### config.mk
export PLATFORM = sky130hd
export DESIGN_NAME = bcss_ctrl
export DESIGN_NICKNAME = d
export VERILOG_FILES = /design/src/rtl/bcss_pkg.sv /design/src/rtl/bcss_ctrl.sv
export SDC_FILE = /design/constraint.sdc
export NUM_CORES = 1
export LEC_CHECK = 0
export BUFFER_PORTS_ARGS = -buffer_cell sky130_fd_sc_hd__buf_2
export CORE_AREA = 4 4 41 43
export DETAILED_ROUTE_END_ITERATION = 8
export DIE_AREA = 0 0 45 47
export GPL_TIMING_DRIVEN = 0
export MAX_ROUTING_LAYER = met4
export SLEW_MARGIN = 20
export SYNTH_ARGS = -nofsm -noshare
export SYNTH_HDL_FRONTEND = slang
export SYNTH_SLANG_ARGS = --single-unit
### constraint.sdc
create_clock -name clock -period 1.1 [get_ports clock]
set_input_delay 0.11 -clock clock [delete_from_list [all_inputs] [get_ports clock]]
set_output_delay 0.11 -clock clock [all_outputs]
set_load 0.03 [all_outputs]
### src/rtl/bcss_pkg.sv
package bcss_pkg;

   // Store and group sizes.
   localparam int MAX_SAMPLES = 256;
   localparam int CANDIDATES_PER_SAMPLE = 8;

   localparam int ADDR_W = $clog2(MAX_SAMPLES);
   localparam int COUNT_W = $clog2(MAX_SAMPLES + 1);
   localparam int SLOT_W = $clog2(CANDIDATES_PER_SAMPLE);

   // Field widths fixed by the interface.
   localparam int COMP_W = 16;
   localparam int DIR_W = 3 * COMP_W;
   localparam int INDEX_W = 8;
   localparam int TOTAL_W = 9;
   localparam int SCORE_W = 32;
   localparam int PROD_W = 2 * COMP_W;
   localparam int SUM_W = PROD_W + 2;

   localparam logic [TOTAL_W-1:0] TOTAL_RESET = TOTAL_W'(256);

   // Score given to a candidate with no stored sample: -1.0 in Q3.28.
   localparam logic signed [SCORE_W-1:0] SCORE_MINUS_ONE = -(SCORE_W'(1) <<< 28);

   // Register map, by register index.
   localparam logic REG_SAMPLE_TOTAL = 1'b0;

   typedef enum logic [2:0] {
      ST_IDLE,
      ST_SCAN,
      ST_DRAIN,
      ST_DECIDE,
      ST_EMIT
   } state_type;

   typedef struct packed {
      logic load;
      logic issue;
      logic decide;
      logic emit;
   } cmd_type;

   typedef struct packed {
      logic full;
      logic scan_done;
      logic pipe_empty;
      logic group_close;
      logic out_free;
   } status_type;

endpackage

### src/rtl/bcss_ctrl.sv
module bcss_ctrl (
   input  logic                  clock,
   input  logic                  reset,
   input  logic                  req_tvalid,
   output logic                  req_tready,
   input  bcss_pkg::status_type  status,
   output bcss_pkg::cmd_type     cmd
);

   bcss_pkg::state_type state_ff;
   bcss_pkg::state_type state_in;

   always_ff @(posedge clock) begin
      if (reset) begin
         state_ff <= bcss_pkg::ST_IDLE;
      end else begin
         state_ff <= state_in;
      end
   end

   always_comb begin
      state_in = state_ff;
      cmd = '0;
      req_tready = 1'b0;
      unique case (state_ff)
         bcss_pkg::ST_IDLE: begin
            req_tready = 1'b1;
            if (req_tvalid) begin
               cmd.load = 1'b1;
               state_in = bcss_pkg::ST_SCAN;
            end
         end
         bcss_pkg::ST_SCAN: begin
            // A full set drops the item without touching the sample count or group state.
            if (status.full) begin
               state_in = bcss_pkg::ST_IDLE;
            end else if (status.scan_done) begin
               state_in = bcss_pkg::ST_DRAIN;
            end else begin
               cmd.issue = 1'b1;
            end
         end
         bcss_pkg::ST_DRAIN: begin
            if (status.pipe_empty) begin
               state_in = bcss_pkg::ST_DECIDE;
            end
         end
         bcss_pkg::ST_DECIDE: begin
            cmd.decide = 1'b1;
            state_in = status.group_close ? bcss_pkg::ST_EMIT : bcss_pkg::ST_IDLE;
         end
         bcss_pkg::ST_EMIT: begin
            if (status.out_free) begin
               cmd.emit = 1'b1;
               state_in = bcss_pkg::ST_IDLE;
            end
         end
         default: begin
            state_in = bcss_pkg::ST_IDLE;
         end
      endcase
   end

endmodule

==> impl_metrics.json, run 1 <==
{
  "synthTopCellsByCount": "3 x dfxtp_1, 3 x nor3_1, 2 x a21oi_1, 2 x inv_1",
  "dieHeight_um": 47,
  "period_needed_ns": 1.32,
  "largestRegisters": "state_ff (3)",
  "cp.required_ns": 0.99,
  "synth_cells": 23,
  "avgViaCountPerCell": 4.04,
  "synth_area_um2": 204,
  "postSynth.asyncResetShare_pct": 0,
  "drive_gt1_share_pct": 71.4,
  "regMostFlops": "state_ff",
  "layout.nets": 51,
  "hold_path_class": "in -> reg",
  "cts_buffers": 3,
  "place_ws_ns": -0.193,
  "dp_cells": 50,
  "antenna_found_initial": 0,
  "final_util_pct": 30.8,
  "arrival_ns": 1.21,
  "cts_tree": "yes",
  "cp-end-kind": "output port",
  "setup_slack_ns": -0.219,
  "syn_nets": 31,
  "dieArea_um2": 2120,
  "yosysSeqAreaShare_pct": 29.4,
  "cp_slowest_stage_delay_ns": 0.34,
  "status": "complete, but fails checks",
  "syn_to_final_growth_pct": 96.3,
  "cts_max_path_buffers": 2,
  "power_leakage_nw": 0.179,
  "finalHoldViolCount": 0,
  "ctsHoldBuffers": 0,
  "avgRoutedWirePerCell_um": 10.1,
  "cp.buffers_inverters": 1,
  "grt_max_degree": 7,
  "port_buffers": 12,
  "synth-seq-cells": 3,
  "drc": 0,
  "root_buffer": "clkbuf_4",
  "synth_top_area_share_pct": 29.4,
  "crit_fanout": 4,
  "place_congestion": 0.651,
  "timing.final.crit_share_pct": 120,
  "synth_area_leaders": "dfxtp_1 29%, nor3_1 7.4%, mux2_4 7.4%",
  "peakVddDrop_mv": 0.414,
  "rows": 13,
  "dr_total_vias": 230,
  "h-tree-depth": 1,
  "cpLargestDelayFamily": "simple AND/OR/NAND/NOR gates",
  "clk_pin_slew_ns": 0.04,
  "critPathKind": "reg -> out",
  "ys_types": 17,
  "grt_pass1_wl_um": 952,
  "synthFlopType": "dfxtp_1",
  "finalClockSkew_ns": 0.000613,
  "core_area_um2": 1300,
  "synth_edf_count": 0,
  "wl_um": 574,
  "grt-ovfl-total": 0,
  "ant_nets": 0,
  "n_antenna_cell": 0,
  "largest_reg_flops": 3,
  "dr.pass1.iters": 1,
  "violations": "negative setup slack",
  "rsz0062_at_grt": "true",
  "die_w_um": 45,
  "power_per_cell_area_nw_per_um2": 1020,
  "cp_slowest_cell": "dfxtp_4",
  "cts.sinks": 3,
  "fillers": 149,
  "relSlewSlack_pct": 85.8,
  "start_kind": "flop",
  "synth_warnings": 0,
  "setup_viol": 5,
  "syn_avg_cell_area_um2": 8.87,
  "clk_latency_ns": 0.23,
  "worst_pin_slew_ns": 0.210,
  "slew_violations": 0,
  "grt_util_all_layers_pct": 6.70,
  "io_pins": 13,
  "post-dp-hpwl_um": 413,
  "max_cap_violations": 0,
  "path_cells": "or3_4 -> nor3_4 -> buf_6",
  "initial_core_util_pct": 15.7,
  "drt-initial-drc-count": 0,
  "final.setup.tns_ns": -0.568,
  "max_freq_ghz": 0.758,
  "yosys.area.top_type": "dfxtp_1",
  "grt_pass1_vias": 240,
  "final_cells": 57
}
placed cells by master, fill, tap and decap left out, types with 2 or more instances in the layout:
cell	netlist	final
buf_4	0	3
nor3_4	0	2
inv_1	2	2
buf_2	0	7
dfxtp_4	0	2
a21oi_1	2	2
nor3_1	3	2
buf_6	1	6
clkbuf_4	0	3
worst paths after layout:
| kind | start | end | slack (ns) | cells past startpoint |
|---|---|---|---|---|
| setup reg to reg | state_ff[2] | state_ff[0] | -0.14 | 3 |
| setup / recovery | state_ff[1] | cmd[2] | -0.22 | 3 |
| hold / removal | reset | state_ff[2] | 0.08 | 2 |
| hold reg to reg | state_ff[1] | state_ff[2] | 0.58 | 3 |
timing repair:
action / 4_1_cts / 5_1_grt
setup buffers: 4 / 0
pin swaps: 3 / 3
gates resized for setup: 15 / 2
setup endpoints to repair: 6 / 7
area by class of cell:
cell class	instances	area [µm²]	share of cell area (%)
timing repair buffer	16	125	31.3
sequential	3	68.8	17.2
multi-input combinational	17	154	38.4
clock buffer	4	26.3	6.56
inverter	2	7.51	1.88
tap	15	18.8	4.69
metrics by stage:
stage	hold slack, ns	power (mW)	cell area [µm²]
after floorplan	0.179	0.176	228
after global placement	0.325	0.203	307
after detailed placement	0.322	0.204	307
after CTS	0.0727	0.419	405
after global routing	0.0995	0.437	400
final	0.0788	0.410	400
metal layers:
metal  track usage [%]  share of wire, %
met1              8.68                48
met2              8.76                43
met3              3.83               8.7
met4              1.75                 0
met5                 -                 0
where the power goes:
part	internal [mW]	switching, mW
Sequential	0.111	0.00781
Combinational	0.0532	0.0464
Clock	0.136	0.0554
cells by family (layout without fill, tap and decap cells):
kind of cell	count (synthesis)	after routing	synth area share [%]
simple gates	12	12	39.3
compound gates	3	3	9.20
flops	3	3	29.4
buf+inv	3	22	9.20
mux	2	2	12.9
worst reg2reg max path, stage by stage (launching register included):
cell and delay (ns):
dfxtp_4 0.39, mux2_4 0.30, mux2_2 0.26, a22o_1 0.17
(Power assumes the default switching activity.)
==> inputs of run 2 (changes only) <==
--- a/config.mk
+++ b/config.mk
@@ -5,6 +5,7 @@
 export SDC_FILE = /design/constraint.sdc
 export NUM_CORES = 1
 export LEC_CHECK = 0
+export ABC_AREA = 1
 export BUFFER_PORTS_ARGS = -buffer_cell sky130_fd_sc_hd__buf_2
 export CORE_AREA = 4 4 41 43
 export DETAILED_ROUTE_END_ITERATION = 8
==> constraint.sdc (replaced) <==
create_clock -name clock -period 1.4 [get_ports clock]
set_input_delay 0.14 -clock clock [delete_from_list [all_inputs] [get_ports clock]]
set_output_delay 0.14 -clock clock [all_outputs]
set_load 0.03 [all_outputs]
==> run 2 against run 1 <==
Net effect: the flow now finishes without violations; clock skew up 0.0025 ns; core utilization down 6.3 points; clock power down 21%; non-clock buffer count down 3; total power down 12%; via count up 14%; die area unchanged; cell area down 20%; setup slack better by 0.33 ns; count of clock-buffer cells in the layout unchanged; wire length down 1.4%; sequential share of layout area up 1.6 points.
==> impl_metrics.json, run 2 <==
{
  "routed.top_layer": "met3",
  "finalClockSkew_ns": 0.00307,
  "antenna_found_initial": 0,
  "hold_path_class": "in -> reg",
  "cts_buffers": 3,
  "status": "finished clean",
  "grt_max_degree": 9,
  "grt_pass1_vias": 265,
  "root_buffer": "clkbuf_4",
  "setup_slack_ns": 0.114,
  "layout_commonest_cell": "buf_2",
  "final_area_um2": 319,
  "synth_area_um2": 205,
  "cp.required_ns": 1.26,
  "dpl_cell_area_um2": 290,
  "regMostFlops": "state_ff",
  "h-tree-depth": 1,
  "synthTopCellsByCount": "9 x nand2_1, 6 x nor2_1, 5 x inv_1",
  "period_needed_ns": 1.29,
  "yosysSeqAreaShare_pct": 29.3,
  "slew_violations": 0,
  "rows": 13,
  "fillers": 168,
  "crit_fanout": 8,
  "grt_pass1_wl_um": 952,
  "cts_tree": "yes",
  "timing.final.crit_share_pct": 91.8,
  "yosys.area.top_type": "dfxtp_1",
  "dieArea_um2": 2120,
  "syn_to_final_growth_pct": 55.5,
  "power_leakage_nw": 0.175,
  "synth_cells": 35,
  "dr_total_vias": 263,
  "initial_core_util_pct": 15.8,
  "layout.nets": 60,
  "yosysMostFrequentCell": "nand2_1",
  "syn_nets": 43,
  "met1Wirelength_um": 276,
  "peakVddDrop_mv": 0.363,
  "wl_met2_um": 243,
  "grt-ovfl-total": 0,
  "arrival_ns": 1.15,
  "max_cap_violations": 0,
  "postSynth.asyncResetShare_pct": 0,
  "post-dp-hpwl_um": 451,
  "synthFlopType": "dfxtp_1",
  "place_congestion": 0.619,
  "dieHeight_um": 47,
  "drive_gt1_share_pct": 39.2,
  "finalHoldViolCount": 0,
  "avgViaCountPerCell": 3.98,
  "synth_top_area_share_pct": 29.3,
  "clk_latency_ns": 0.23,
  "cts_max_path_buffers": 2,
  "synth_warnings": 0,
  "clk_pin_slew_ns": 0.04,
  "largestRegisters": "state_ff (3)",
  "cts.sinks": 3,
  "cp-end-kind": "output port",
  "synth_area_leaders": "dfxtp_1 29%, nand2_1 16%, nor2_1 11%",
  "rsz0062_at_grt": "false",
  "largest_reg_flops": 3,
  "power_per_cell_area_nw_per_um2": 1140,
  "start_kind": "flop",
  "dr.pass1.iters": 2,
  "synth_edf_count": 0,
  "wl_um": 566,
  "max_freq_ghz": 0.778,
  "grt_util_all_layers_pct": 6.36,
  "port_buffers": 12,
  "place_ws_ns": 0.290,
  "critPathKind": "reg -> out",
  "worst_pin_slew_ns": 0.263,
  "io_pins": 13,
  "mostFrequentLayoutCells": "12 x buf_2, 9 x nand2_1, 5 x nor2_1, 5 x inv_1",
  "drt-initial-drc-count": 1,
  "die_w_um": 45,
  "ctsHoldBuffers": 0,
  "relSlewSlack_pct": 82.4,
  "final.setup.tns_ns": 0,
  "drc": 0,
  "synth-seq-cells": 3,
  "n_antenna_cell": 0,
  "setup_viol": 0,
  "syn_avg_cell_area_um2": 5.86,
  "avgRoutedWirePerCell_um": 8.58,
  "ant_nets": 0,
  "dr_wl_met3_um": 46,
  "ys_types": 12,
  "core_area_um2": 1300
}
-- run 2: cell types whose count changed after synthesis, moves of 2 or more --
cell	previous run	this run
nand2_1	1	9
nor2_1	1	6
inv_1	2	5
nand3_1	0	3
nor3_1	3	1
-- run 2: worst paths after layout --
kind,from,to,slack (ns),depth (start not counted)
worst min-delay path,reset,state_ff[2],0.1,2
worst min register to register,state_ff[2],state_ff[2],0.62,2
worst max-delay path,state_ff[0],cmd[0],0.11,5
worst max register to register,state_ff[1],state_ff[0],0.29,6
-- run 2: stage by stage --
stage | std cells | total power, mW | hold slack, ns | util, %
after floorplan | 35 | 0.182 | 0.209 | -
after global placement | 62 | 0.211 | 0.341 | 22.3
after detailed placement | 62 | 0.213 | 0.341 | 22.3
after CTS | 66 | 0.370 | 0.0966 | 24.3
after global routing | 66 | 0.394 | 0.101 | 24.5
final | 66 | 0.362 | 0.0981 | 24.5
-- run 2: repair_timing --
action | 4_1_cts | 5_1_grt
buffers inserted | 0 | 0
resized for setup | 0 | 1
setup endpoints to repair | 0 | 1
-- run 2: critical path: stages (launching register included) --
cell	delay, ns
dfxtp_1	0.29
buf_4	0.15
nor2_1	0.12
nand2_1	0.07
nor2_1	0.09
buf_2	0.20
-- run 2: final cells by class --
class	count	area [µm²]	area share [%]
multi-input combinational	26	128	40.0
sequential	3	60.1	18.8
timing repair buffer	12	60.1	18.8
clock buffer	4	26.3	8.24
inverter	5	18.8	5.88
tap	15	18.8	5.88
buffer	1	7.51	2.35
-- run 2: cell families (layout without fill, tap and decap cells) --
family / count (synthesis) / after routing / synth area share (%)
buffers and inverters: 6 / 22 / 12.8
and+or+nand+nor: 22 / 22 / 48.2
AOI/OAI and AO/OA: 4 / 4 / 9.75
DFF: 3 / 3 / 29.3
-- run 2: power breakdown --
| group | internal, mW | total [mW] | switching [mW] | leakage, nW |
|---|---|---|---|---|
| Combinational | 0.0418 | 0.112 | 0.0699 | 0.135 |
| Clock | 0.107 | 0.151 | 0.0445 | 0.0150 |
| Sequential | 0.0929 | 0.0993 | 0.00643 | 0.0245 |
| Total | 0.241 | 0.362 | 0.121 | 0.175 |
-- run 2: per-layer routing --
layer	vias up	track usage [%]
met5	-	-
met4	0	3.51
met3	0	2.68
met2	10	9.60
met1	110	7.05
li1	143	-
